### src/hdl/falbc_pkg.sv
`default_nettype none

package falbc_pkg;

   // Largest number of slots by default, and the slot count after reset.
   localparam int MAX_SLOTS_DEFAULT = 64;
   localparam int RESET_ENTRIES     = 64;

   // Field widths of the transactions.
   localparam int OP_W     = 2;
   localparam int DISK_W   = 4;
   localparam int BLOCK_W  = 8;
   localparam int STAMP_W  = 32;
   localparam int STATUS_W = 3;
   localparam int INDEX_W  = 6;
   localparam int TOTAL_W  = 32;
   localparam int CFG_W    = 7;

   // Operation codes.
   typedef logic [OP_W-1:0] op_type;
   localparam op_type OP_LOOKUP = 2'd0;
   localparam op_type OP_INSERT = 2'd1;
   localparam op_type OP_UPDATE = 2'd2;

   // Result status codes.
   typedef logic [STATUS_W-1:0] status_type;
   localparam status_type STATUS_OK       = 3'd0;
   localparam status_type STATUS_MISS     = 3'd1;
   localparam status_type STATUS_EMPTY    = 3'd2;
   localparam status_type STATUS_PRESENT  = 3'd3;
   localparam status_type STATUS_NO_MATCH = 3'd4;

   // One slot of the tag memory.
   typedef struct packed {
      logic               valid;
      logic [DISK_W-1:0]  disk;
      logic [BLOCK_W-1:0] block;
      logic [STAMP_W-1:0] stamp;
   } slot_word_type;

   // Summary flags of one scan over the slots.
   typedef struct packed {
      logic key_hit;
      logic free_found;
      logic slot0_valid;
   } scan_flags_type;

   // Controller states.
   typedef enum logic [2:0] {
      ST_CLEAR,
      ST_IDLE,
      ST_SCAN,
      ST_DRAIN,
      ST_DONE
   } state_type;

endpackage

`default_nettype wire

### src/hdl/falbc_if.sv
`default_nettype none

// Request channel: one cache operation per transaction.
interface falbc_req_if;
   import falbc_pkg::*;

   logic                valid;
   logic                ready;
   logic [OP_W-1:0]     op;
   logic [DISK_W-1:0]   disk_id;
   logic [BLOCK_W-1:0]  block_id;

   modport source (output valid, output op, output disk_id, output block_id, input ready);
   modport sink   (input valid, input op, input disk_id, input block_id, output ready);
endinterface

// Response channel: one result per request transaction.
interface falbc_rsp_if;
   import falbc_pkg::*;

   logic                valid;
   logic                ready;
   logic [STATUS_W-1:0] status;
   logic [INDEX_W-1:0]  slot_index;
   logic [TOTAL_W-1:0]  hit_total;
   logic [TOTAL_W-1:0]  query_total;

   modport source (output valid, output status, output slot_index, output hit_total,
                   output query_total, input ready);
   modport sink   (input valid, input status, input slot_index, input hit_total,
                   input query_total, output ready);
endinterface

// Configuration write channel for the slot count register.
interface falbc_csr_if;
   import falbc_pkg::*;

   logic             valid;
   logic             ready;
   logic [CFG_W-1:0] data;

   modport source (output valid, output data, input ready);
   modport sink   (input valid, input data, output ready);
endinterface

`default_nettype wire

### src/hdl/falbc_ram.sv
`default_nettype none

// Simple dual port RAM with one write port and a registered read port.
module falbc_ram #(
   parameter int WIDTH = 8,
   parameter int DEPTH = 64
) (
   input  wire logic                     clock,
   input  wire logic                     wr_en,
   input  wire logic [$clog2(DEPTH)-1:0] wr_addr,
   input  wire logic [WIDTH-1:0]         wr_data,
   input  wire logic                     rd_en,
   input  wire logic [$clog2(DEPTH)-1:0] rd_addr,
   output logic      [WIDTH-1:0]         rd_data
);

   logic [WIDTH-1:0] mem [DEPTH];

   always_ff @(posedge clock) begin
      if (wr_en) begin
         mem[wr_addr] <= wr_data;
      end
      if (rd_en) begin
         rd_data <= mem[rd_addr];
      end
   end

endmodule

`default_nettype wire

### src/hdl/falbc_scan.sv
`default_nettype none

// Watches the slot words as they stream out of the tag memory and keeps
// the lowest matching slot, the lowest free slot and the oldest slot.
module falbc_scan #(
   parameter int MAX_SLOTS = falbc_pkg::MAX_SLOTS_DEFAULT
) (
   input  wire logic                                   clock,
   input  wire logic                                   reset,
   input  wire logic                                   start,
   input  wire logic                                   data_valid,
   input  wire logic [$clog2(MAX_SLOTS)-1:0]           data_slot,
   input  wire falbc_pkg::slot_word_type               data_word,
   input  wire logic [falbc_pkg::DISK_W-1:0]           key_disk,
   input  wire logic [falbc_pkg::BLOCK_W-1:0]          key_block,
   output falbc_pkg::scan_flags_type                   flags,
   output logic      [$clog2(MAX_SLOTS)-1:0]           hit_slot,
   output logic      [$clog2(MAX_SLOTS)-1:0]           free_slot,
   output logic      [$clog2(MAX_SLOTS)-1:0]           min_slot
);
   import falbc_pkg::*;

   localparam int SLOT_W = $clog2(MAX_SLOTS);

   logic               key_hit_ff, key_hit_in;
   logic               free_ff, free_in;
   logic               slot0_valid_ff, slot0_valid_in;
   logic [SLOT_W-1:0]  hit_slot_ff, hit_slot_in;
   logic [SLOT_W-1:0]  free_slot_ff, free_slot_in;
   logic [SLOT_W-1:0]  min_slot_ff, min_slot_in;
   logic [STAMP_W-1:0] min_stamp_ff, min_stamp_in;
   logic               first_slot;
   logic               tag_match;

   assign first_slot = (data_slot == '0);
   assign tag_match  = data_word.valid && (data_word.disk == key_disk) &&
                       (data_word.block == key_block);

   // Track the search results one slot per cycle, while data_valid is high.
   always_comb begin
      key_hit_in     = key_hit_ff;
      free_in        = free_ff;
      slot0_valid_in = slot0_valid_ff;
      hit_slot_in    = hit_slot_ff;
      free_slot_in   = free_slot_ff;
      min_slot_in    = min_slot_ff;
      min_stamp_in   = min_stamp_ff;
      if (start) begin
         key_hit_in = 1'b0;
         free_in    = 1'b0;
      end else if (data_valid) begin
         if (!key_hit_ff && tag_match) begin
            key_hit_in  = 1'b1;
            hit_slot_in = data_slot;
         end
         if (!free_ff && !data_word.valid) begin
            free_in      = 1'b1;
            free_slot_in = data_slot;
         end
         // Strict compare keeps the lowest slot on equal stamps.
         if (first_slot) begin
            slot0_valid_in = data_word.valid;
            min_slot_in    = data_slot;
            min_stamp_in   = data_word.stamp;
         end else if (data_word.stamp < min_stamp_ff) begin
            min_slot_in  = data_slot;
            min_stamp_in = data_word.stamp;
         end
      end
   end

   always_ff @(posedge clock) begin
      if (reset) begin
         key_hit_ff     <= 1'b0;
         free_ff        <= 1'b0;
         slot0_valid_ff <= 1'b0;
      end else begin
         key_hit_ff     <= key_hit_in;
         free_ff        <= free_in;
         slot0_valid_ff <= slot0_valid_in;
      end
   end

   always_ff @(posedge clock) begin
      hit_slot_ff  <= hit_slot_in;
      free_slot_ff <= free_slot_in;
      min_slot_ff  <= min_slot_in;
      min_stamp_ff <= min_stamp_in;
   end

   assign flags.key_hit     = key_hit_ff;
   assign flags.free_found  = free_ff;
   assign flags.slot0_valid = slot0_valid_ff;
   assign hit_slot          = hit_slot_ff;
   assign free_slot         = free_slot_ff;
   assign min_slot          = min_slot_ff;

endmodule

`default_nettype wire

### src/hdl/fully_assoc_lru_block_cache.sv
`default_nettype none

// Tag and LRU replacement engine for a fully associative disk-block cache.
// Each request transaction is a lookup, insert or update keyed by disk and
// block number, and returns exactly one response transaction carrying a
// status, the slot number (block data lives in an external memory addressed
// by that slot) and the running hit and lookup counts. Valid marks, tags and
// use stamps sit in one tag memory with a registered read port; every
// request reads all slots up to the slot count, one per cycle, and no new
// request is accepted until its result is decided. The response sits in an
// output register, so a new request is taken while the previous response
// still waits. After reset, and after every write of the slot count
// register, a clearing pass over all MAX_SLOTS slots resets the valid marks;
// no request is accepted during it. Writes of the slot count are clamped to
// 2..MAX_SLOTS and must only be made while the block is idle.
module fully_assoc_lru_block_cache #(
   parameter int MAX_SLOTS = falbc_pkg::MAX_SLOTS_DEFAULT
) (
   input wire logic    clock,
   input wire logic    reset,
   falbc_req_if.sink   req_port,
   falbc_rsp_if.source rsp_port,
   falbc_csr_if.sink   csr_port
);
   import falbc_pkg::*;

   localparam int SLOT_W  = $clog2(MAX_SLOTS);
   localparam int CNT_W   = $clog2(MAX_SLOTS + 1);
   localparam int WORD_W  = $bits(slot_word_type);
   localparam int START_N = (RESET_ENTRIES < MAX_SLOTS) ? RESET_ENTRIES : MAX_SLOTS;
   localparam logic [SLOT_W-1:0] LAST_SLOT = SLOT_W'(MAX_SLOTS - 1);

   state_type          state_ff, state_in;
   logic [CNT_W-1:0]   entries_ff, entries_in;
   logic [SLOT_W-1:0]  addr_ff, addr_in;
   logic               data_valid_ff;
   logic [SLOT_W-1:0]  data_slot_ff;
   op_type             op_ff;
   logic [DISK_W-1:0]  disk_ff;
   logic [BLOCK_W-1:0] block_ff;
   logic [STAMP_W-1:0] stamp_ff, stamp_in;
   logic [TOTAL_W-1:0] hits_ff, hits_in;
   logic [TOTAL_W-1:0] queries_ff, queries_in;

   logic                rsp_valid_ff, rsp_valid_in;
   status_type          rsp_status_ff, rsp_status_in;
   logic [INDEX_W-1:0]  rsp_index_ff, rsp_index_in;

   logic                csr_write;
   logic                req_take;
   logic                out_free;
   logic [31:0]         cfg_wide;
   logic [31:0]         cfg_clamped;
   logic [STAMP_W-1:0]  stamp_next;

   logic                wr_en;
   logic [SLOT_W-1:0]   wr_addr;
   slot_word_type       wr_word;
   logic                rd_en;
   slot_word_type       rd_word;
   logic [WORD_W-1:0]   rd_bits;

   scan_flags_type      flags;
   logic [SLOT_W-1:0]   hit_slot;
   logic [SLOT_W-1:0]   free_slot;
   logic [SLOT_W-1:0]   min_slot;
   logic [SLOT_W-1:0]   result_slot;
   logic [SLOT_W+INDEX_W-1:0] slot_ext;

   // Handshakes.
   assign csr_port.ready = 1'b1;
   assign csr_write      = csr_port.valid;
   assign req_port.ready = (state_ff == ST_IDLE);
   assign req_take       = req_port.valid && (state_ff == ST_IDLE);
   assign out_free       = !rsp_valid_ff || rsp_port.ready;

   // Clamp the written slot count into the supported range.
   always_comb begin
      cfg_wide = 32'(csr_port.data);
      if (cfg_wide < 32'd2) begin
         cfg_clamped = 32'd2;
      end else if (cfg_wide > 32'(MAX_SLOTS)) begin
         cfg_clamped = 32'(MAX_SLOTS);
      end else begin
         cfg_clamped = cfg_wide;
      end
   end

   // Saturating stamp clock.
   assign stamp_next = (stamp_ff == '1) ? stamp_ff : stamp_ff + 1'b1;

   // Tag memory.
   assign rd_word = slot_word_type'(rd_bits);

   falbc_ram #(
      .WIDTH (WORD_W),
      .DEPTH (MAX_SLOTS)
   ) u_tag_ram (
      .clock   (clock),
      .wr_en   (wr_en),
      .wr_addr (wr_addr),
      .wr_data (WORD_W'(wr_word)),
      .rd_en   (rd_en),
      .rd_addr (addr_ff),
      .rd_data (rd_bits)
   );

   // Search over the streamed slot words.
   falbc_scan #(
      .MAX_SLOTS (MAX_SLOTS)
   ) u_scan (
      .clock      (clock),
      .reset      (reset),
      .start      (req_take),
      .data_valid (data_valid_ff),
      .data_slot  (data_slot_ff),
      .data_word  (rd_word),
      .key_disk   (disk_ff),
      .key_block  (block_ff),
      .flags      (flags),
      .hit_slot   (hit_slot),
      .free_slot  (free_slot),
      .min_slot   (min_slot)
   );

   // Sequencer: clearing pass, slot scan and the final decision.
   always_comb begin
      state_in      = state_ff;
      entries_in    = entries_ff;
      addr_in       = addr_ff;
      stamp_in      = stamp_ff;
      hits_in       = hits_ff;
      queries_in    = queries_ff;
      rsp_valid_in  = rsp_valid_ff && !rsp_port.ready;
      rsp_status_in = rsp_status_ff;
      rsp_index_in  = rsp_index_ff;
      rd_en         = 1'b0;
      wr_en         = 1'b0;
      wr_addr       = addr_ff;
      wr_word       = '0;
      result_slot   = '0;
      slot_ext      = '0;

      unique case (state_ff)
         ST_CLEAR: begin
            wr_en = 1'b1;
            if (addr_ff == LAST_SLOT) begin
               state_in = ST_IDLE;
               addr_in  = '0;
            end else begin
               addr_in = addr_ff + 1'b1;
            end
         end
         ST_IDLE: begin
            addr_in = '0;
            if (req_take) begin
               state_in = ST_SCAN;
            end
         end
         ST_SCAN: begin
            rd_en = 1'b1;
            if (CNT_W'(addr_ff) == entries_ff - 1'b1) begin
               state_in = ST_DRAIN;
            end else begin
               addr_in = addr_ff + 1'b1;
            end
         end
         ST_DRAIN: begin
            state_in = ST_DONE;
         end
         ST_DONE: begin
            wr_word.valid = 1'b1;
            wr_word.disk  = disk_ff;
            wr_word.block = block_ff;
            wr_word.stamp = stamp_next;
            rsp_status_in = STATUS_NO_MATCH;
            unique case (op_ff)
               OP_LOOKUP: begin
                  if (!flags.slot0_valid) begin
                     rsp_status_in = STATUS_EMPTY;
                  end else begin
                     queries_in = queries_ff + 1'b1;
                     if (flags.key_hit) begin
                        hits_in       = hits_ff + 1'b1;
                        wr_en         = 1'b1;
                        result_slot   = hit_slot;
                        rsp_status_in = STATUS_OK;
                     end else begin
                        rsp_status_in = STATUS_MISS;
                     end
                  end
               end
               OP_INSERT: begin
                  wr_en = 1'b1;
                  if (flags.key_hit) begin
                     result_slot   = hit_slot;
                     rsp_status_in = STATUS_PRESENT;
                  end else begin
                     result_slot   = flags.free_found ? free_slot : min_slot;
                     rsp_status_in = STATUS_OK;
                  end
               end
               OP_UPDATE: begin
                  if (flags.key_hit) begin
                     wr_en         = 1'b1;
                     result_slot   = hit_slot;
                     rsp_status_in = STATUS_OK;
                  end
               end
               default: begin
                  rsp_status_in = STATUS_NO_MATCH;
               end
            endcase
            wr_addr = result_slot;
            if (wr_en) begin
               stamp_in = stamp_next;
            end
            slot_ext     = {{INDEX_W{1'b0}}, result_slot};
            rsp_index_in = slot_ext[INDEX_W-1:0];
            rsp_valid_in = 1'b1;
            state_in     = ST_IDLE;
            // Hold everything until the response register can take the result.
            if (!out_free) begin
               wr_en         = 1'b0;
               stamp_in      = stamp_ff;
               hits_in       = hits_ff;
               queries_in    = queries_ff;
               rsp_status_in = rsp_status_ff;
               rsp_index_in  = rsp_index_ff;
               rsp_valid_in  = 1'b1;
               state_in      = ST_DONE;
            end
         end
         default: begin
            state_in = ST_CLEAR;
         end
      endcase

      // A register write sets the slot count and restarts the clearing pass.
      if (csr_write) begin
         entries_in = CNT_W'(cfg_clamped);
         state_in   = ST_CLEAR;
         addr_in    = '0;
      end
   end

   always_ff @(posedge clock) begin
      if (reset) begin
         state_ff      <= ST_CLEAR;
         entries_ff    <= CNT_W'(START_N);
         addr_ff       <= '0;
         data_valid_ff <= 1'b0;
         stamp_ff      <= '0;
         hits_ff       <= '0;
         queries_ff    <= '0;
         rsp_valid_ff  <= 1'b0;
      end else begin
         state_ff      <= state_in;
         entries_ff    <= entries_in;
         addr_ff       <= addr_in;
         data_valid_ff <= rd_en;
         stamp_ff      <= stamp_in;
         hits_ff       <= hits_in;
         queries_ff    <= queries_in;
         rsp_valid_ff  <= rsp_valid_in;
      end
   end

   // Request payload and response payload registers.
   always_ff @(posedge clock) begin
      data_slot_ff  <= addr_ff;
      rsp_status_ff <= rsp_status_in;
      rsp_index_ff  <= rsp_index_in;
      if (req_take) begin
         op_ff    <= op_type'(req_port.op);
         disk_ff  <= req_port.disk_id;
         block_ff <= req_port.block_id;
      end
   end

   // The totals always show the counters after the latest result.
   assign rsp_port.valid       = rsp_valid_ff;
   assign rsp_port.status      = rsp_status_ff;
   assign rsp_port.slot_index  = rsp_index_ff;
   assign rsp_port.hit_total   = hits_ff;
   assign rsp_port.query_total = queries_ff;

endmodule

`default_nettype wire
### src/flat_wrapper.sv
// flat-port wrapper written by rule: the top's interface ports become plain ports
module fully_assoc_lru_block_cache_flat import falbc_pkg::*;
#(
   parameter int MAX_SLOTS = falbc_pkg::MAX_SLOTS_DEFAULT
)
  (clock, reset, req_port_valid, req_port_op, req_port_disk_id, req_port_block_id, req_port_ready, rsp_port_valid, rsp_port_status, rsp_port_slot_index, rsp_port_hit_total, rsp_port_query_total, rsp_port_ready, csr_port_valid, csr_port_data, csr_port_ready);
  falbc_req_if req_port_i ();
  falbc_rsp_if rsp_port_i ();
  falbc_csr_if csr_port_i ();
  input wire logic clock;
  input wire logic reset;
  input wire logic [$bits(req_port_i.valid)-1:0] req_port_valid;
  input wire logic [$bits(req_port_i.op)-1:0] req_port_op;
  input wire logic [$bits(req_port_i.disk_id)-1:0] req_port_disk_id;
  input wire logic [$bits(req_port_i.block_id)-1:0] req_port_block_id;
  output wire logic [$bits(req_port_i.ready)-1:0] req_port_ready;
  output wire logic [$bits(rsp_port_i.valid)-1:0] rsp_port_valid;
  output wire logic [$bits(rsp_port_i.status)-1:0] rsp_port_status;
  output wire logic [$bits(rsp_port_i.slot_index)-1:0] rsp_port_slot_index;
  output wire logic [$bits(rsp_port_i.hit_total)-1:0] rsp_port_hit_total;
  output wire logic [$bits(rsp_port_i.query_total)-1:0] rsp_port_query_total;
  input wire logic [$bits(rsp_port_i.ready)-1:0] rsp_port_ready;
  input wire logic [$bits(csr_port_i.valid)-1:0] csr_port_valid;
  input wire logic [$bits(csr_port_i.data)-1:0] csr_port_data;
  output wire logic [$bits(csr_port_i.ready)-1:0] csr_port_ready;
  assign req_port_i.valid = req_port_valid;
  assign req_port_i.op = req_port_op;
  assign req_port_i.disk_id = req_port_disk_id;
  assign req_port_i.block_id = req_port_block_id;
  assign req_port_ready = req_port_i.ready;
  assign rsp_port_valid = rsp_port_i.valid;
  assign rsp_port_status = rsp_port_i.status;
  assign rsp_port_slot_index = rsp_port_i.slot_index;
  assign rsp_port_hit_total = rsp_port_i.hit_total;
  assign rsp_port_query_total = rsp_port_i.query_total;
  assign rsp_port_i.ready = rsp_port_ready;
  assign csr_port_i.valid = csr_port_valid;
  assign csr_port_i.data = csr_port_data;
  assign csr_port_ready = csr_port_i.ready;
  fully_assoc_lru_block_cache #(.MAX_SLOTS(MAX_SLOTS)) u_core (.clock(clock), .reset(reset), .req_port(req_port_i), .rsp_port(rsp_port_i), .csr_port(csr_port_i));
endmodule
### config.mk
export PLATFORM = sky130hd
export DESIGN_NAME = fully_assoc_lru_block_cache_flat
export DESIGN_NICKNAME = d
export VERILOG_FILES = /design/src/hdl/falbc_pkg.sv /design/src/hdl/falbc_if.sv /design/src/hdl/falbc_ram.sv /design/src/hdl/falbc_scan.sv /design/src/hdl/fully_assoc_lru_block_cache.sv /design/src/flat_wrapper.sv
export SDC_FILE = /design/constraint.sdc
export NUM_CORES = 2
export LEC_CHECK = 0
export ABC_AREA = 1
export BUFFER_PORTS_ARGS = -buffer_cell sky130_fd_sc_hd__buf_4
export CAP_MARGIN = 20
export CORE_MARGIN = 2
export CORE_UTILIZATION = 55
export DETAILED_ROUTE_END_ITERATION = 8
export PLACE_DENSITY = 0.67
export SETUP_SLACK_MARGIN = 0.2
export SYNTH_ARGS = -nofsm -noshare
export SYNTH_HDL_FRONTEND = slang
export SYNTH_SLANG_ARGS = --single-unit
### constraint.sdc
create_clock -name clock -period 5.15 [get_ports clock]
set_input_delay 0.7725 -clock clock [delete_from_list [all_inputs] [get_ports clock]]
set_output_delay 0.7725 -clock clock [all_outputs]
set_load 0.005 [all_outputs]
==> flow_summary_export.csv <==
group,metric,value,unit
outcome,status,"finished, final reports clean",
power_and_ir_drop,power.share.switching,20.92,%
global_route,globalRouteMet3Util,5.263,%
sta,report.final.setup_viol,0,
sta,tightest_slew,1349,ps
synth,netlist_area,124700,sq um
power_and_ir_drop,ir_worst_vdd,0.3640,mV
worst_hold_path,worst_hold_path_type,"input port to flip-flop",
synth,synth_compound_gate_area_share,11.58,%
critical_path,worstReg2RegStart,"u_core.u_scan.key_hit_ff$_SDFFE_PP0P_",
global_route,grt_start_max_net_pins,224,
clock_network,clk-insertion-delay-late,950,ps
synth,synth_simple_gate_area_share,10.54,%
clock_network,clockBufferDepth,4,
global_route,grtUsageMet2,47.69,%
global_route,wire_length_of_the_first_global_routing_pass,518700,um
critical_path,r2r-end,"u_core.u_tag_ram.mem[26][34]$_DFFE_PP_",
synth,synth_top_family_by_area,"compound AO/OA/AOI/OAI gates",
global_route,global_route.usage.met1,42.68,%
clock_network,clkSlewWorstSetupHoldPaths,60,ps
clock_network,cts_tree,"done",
power_and_ir_drop,comb_power_share,3.4,%
sta,hold_viol_final,0,
power_and_ir_drop,p_leak,0.04869,uW
synth,synth_enable_flop_cells,2998,
critical_path,critical_path.startpoint_type,"flip-flop",
clock_network,post_cts.resized_instances,0,
clock_network,cts.root.buffer_cell,"sky130_fd_sc_hd__clkbuf_16",
critical_path,worst-r2r-cell-count,11,
sta,timing.hold.ws,75.96,ps
route,first_iter_violations,12013,
synth,synthArstFlopShare,0,%
global_route,busiest_layer,"met2",
power_and_ir_drop,p_clk_share,43.6,%
synth,synthXorXnorAreaFrac,0.4495,%
route,drt_pass1_iterations,6,
critical_path,worstSetupEndpointType,"flip-flop",
critical_path,worst_path_largest_cell_delay,700,ps
power_and_ir_drop,cellInternalPower,41000,uW
critical_path,critical_path_class,"flip-flop to flip-flop",
place,gp_congestion,0.9115,
critical_path,critPathMaxFanout,17,
finish,num-nets-final,10052,
sta,setup_total_negative_slack,0,ps
clock_network,htree_num_levels,5,
route,route.antenna.remaining_nets,0,
synth,synthesis.area_per_instance,12.57,sq um
sta,finalClockSkew,50.15,ps
synth,synth-seq-area-share,74.17,%
synth,synth.distinct_cells,44,
sta,final-max-slew-violation-count,0,
floorplan,effective_utilization_at_floorplan,55.39,%
clock_network,cts.sinks,3121,
route,drc,0,
sta,final_critical_path_required_period,4343,ps
synth,seq_cells_post_synth,3121,
critical_path,cp-startpoint,"u_core.u_scan.key_hit_ff$_SDFFE_PP0P_",
sta,achievable-frequency,230.2,MHz
sta,slew_headroom,10.04,%
route,postRouteWirelength,356700,um
sta,unrepaired_setup_endpoints_after_global_routing,"no",
floorplan,dieArea,230600,sq um
synth,synth_fp_nets,9980,
critical_path,worst_ep_arrival_time,4930,ps
global_route,number_of_antenna_violations_at_the_first_check_in_global_routing,12,
clock_network,cts-buffers-inserted,330,
finish,n_fill_cell,16702,
flow_run,max_cap_check_violation_count,0,
global_route,track_usage,30.31,%
route,via_per_inst,6.310,
finish,layout.core_utilization,62.42,%
place,dpl.hpwl,193100,um
floorplan,rows,174,
floorplan,total_i_o_pin_count,102,
worst_hold_path,timing.hold.worst.start,"csr_port_data[5]",
floorplan,chipWidth,480.2,um
power_and_ir_drop,powerDensity,369.0,nW/um^2
global_route,total_global_routing_overflow,0,
synth,synth_fa_ha_area_share,0.3612,%
critical_path,path_cells,"inv_2, nor2_1, nand2_1, nand2_2, nand3_1, o21ai_0, inv_1, nor2_1, nand2_1, nor2_4, buf_4",
power_and_ir_drop,p_switching,10850,uW
finish,syn2layout_area_growth,12.68,%
synth,synth_cells,9918,
floorplan,floorplan.core_area,225100,sq um
route,route.detailed.wl_per_inst,26.98,um
route,vias,83437,
synth,synth.mux.area_fraction,0,%
synth,synth-main-ff-cell,"sky130_fd_sc_hd__edfxtp_1",
place,io_buffers,100,
power_and_ir_drop,seq_power_share,53.0,%
critical_path,setup_slack_of_the_worst_register_to_register_path,810,ps
synth,ys_warns,0,
global_route,grt_pass1_vias,79028,
worst_hold_path,holdPathStages,2,
finish,final_layout_size_suffix_gt1_share,9.484,%
sta,post-route-period-util,84.34,%
critical_path,timing.critical_path.required,5740,ps
worst_hold_path,hold_path_end,"u_core.entries_ff[5]$_SDFFE_PP0P_",
critical_path,critPathSlowestCell,"sky130_fd_sc_hd__nor2_4",
floorplan,die_height,480.2,um
[power by group through the flow]
stage	logic (uW)	clock network, uW	registers (uW)
after floorplan	1160	0	28000
after global placement	1680	0	28000
after detailed placement	1720	0	28000
after CTS	1740	22800	27500
after global routing	1930	23800	27500
final	1770	22600	27500
[what timing repair did]
item	in CTS	in global routing
hold buffers	14	0
endpoints found under the hold margin	14	0
buffers inserted	0	0
[layout by cell type (no fill, tap or decap), drive strengths merged, types with 41 or more instances in the layout]
master,instances
edfxtp,2998
nor2,1967
o21ai,1525
nand2,745
clkbuf,408
nand3,401
o22ai,396
buf,377
o211ai,365
a21oi,263
inv,198
clkinv,127
dfxtp,123
nand4,59
nor3,54
xor2,41
[critical path, delay by kind of cell, from the launching register on]
family                 cells  cell delay, ps
AOI/OAI and AO/OA          1             650
and+or+nand+nor            7            2290
buffers and inverters      3             670
DFF                        1             380
[cell type report]
type                    instances  area, sq um  area share [%]
flip-flops and latches       3121        92510           65.84
multi-input cells            5950        29540           21.02
clock buffers                 408         8710           6.199
repair buffers                391         3856           2.744
well taps                    2992         3744           2.664
clock inverters               162         1366          0.9724
inverters                     196        775.7          0.5521
diodes                          4        10.01        0.007124
[cells by family (layout without fill, tap and decap cells)]
| kind of cell | after synthesis | in the layout |
|---|---|---|
| adder cells (fa/ha/maj) | 36 | 36 |
| AND/OR/NAND/NOR | 3267 | 3267 |
| XOR/XNOR | 64 | 64 |
| AO/OA/AOI/OAI | 2582 | 2582 |
| other | 1 | 5 |
| flip-flops | 3121 | 3121 |
| buffers and inverters | 847 | 1157 |
[metal layers]
metal | vias up | share of wire [%]
li1 | 36532 | -
met5 | - | 0.0059
met4 | 4 | 3.8
met2 | 4898 | 46
met1 | 41218 | 39
met3 | 785 | 11
[worst max-delay path by stage]
| stage | to | slack, ps |
|---|---|---|
| finish | u_core.u_tag_ram.mem[26][34]$_DFFE_PP_ | 810 |
| global route | u_core.u_tag_ram.mem[26][34]$_DFFE_PP_ | 520 |
| CTS | u_core.u_tag_ram.mem[26][0]$_DFFE_PP_ | 930 |
| detailed placement | u_core.u_tag_ram.mem[26][13]$_DFFE_PP_ | 980 |
| global placement | u_core.u_tag_ram.mem[26][35]$_DFFE_PP_ | 880 |
| floorplan | u_core.u_tag_ram.mem[32][0]$_DFFE_PP_ | 870 |
[Yosys cell counts (59+ instances only)]
| cell type | count | area share [%] |
|---|---|---|
| sky130_fd_sc_hd__nand4_1 | 59 | 0.30 |
| sky130_fd_sc_hd__nor2_1 | 1965 | 5.9 |
| sky130_fd_sc_hd__nand3_1 | 397 | 1.6 |
| sky130_fd_sc_hd__a21oi_1 | 263 | 1.1 |
| sky130_fd_sc_hd__dfxtp_1 | 123 | 2.0 |
| sky130_fd_sc_hd__clkbuf_1 | 384 | 1.2 |
| sky130_fd_sc_hd__edfxtp_1 | 2998 | 72 |
| sky130_fd_sc_hd__buf_2 | 157 | 0.63 |
| sky130_fd_sc_hd__o22ai_1 | 396 | 2.0 |
| sky130_fd_sc_hd__o211ai_1 | 365 | 2.2 |
| sky130_fd_sc_hd__inv_1 | 186 | 0.56 |
| sky130_fd_sc_hd__o21ai_0 | 1386 | 5.6 |
| sky130_fd_sc_hd__o21ai_1 | 138 | 0.55 |
| sky130_fd_sc_hd__nand2_1 | 744 | 2.2 |
[per-stage QoR]
stage          instances  cell area [sq um]  total power (uW)  setup slack [ps]
5_1_grt            13224             140500             53160             524.3
6_report           13224             140500             51850             806.6
4_1_cts            13217             140400             52010             930.0
2_1_floorplan       9918             124700             29180             868.5
3_5_place_dp       12633             130200             29750             982.6
3_3_place_gp       12630             130100             29700             880.4
[registers in the layout, indices dropped and copies added, names as in the netlist, 6 cells and up]
signal / cells
u_core.u_tag_ram.mem: 2880
u_core.u_tag_ram.rd_data: 45
u_core.rsp_port.hit_total: 32
u_core.rsp_port.query_total: 32
u_core.stamp_ff: 32
u_core.u_scan.min_stamp_ff: 32
u_core.block_ff: 8
u_core.entries_ff: 7
u_core.addr_ff: 6
u_core.data_slot_ff: 6
u_core.rsp_port.slot_index: 6
u_core.u_scan.free_slot: 6
u_core.u_scan.hit_slot: 6
u_core.u_scan.min_slot: 6
No activity file was read; power rests on OpenSTA's default activity.
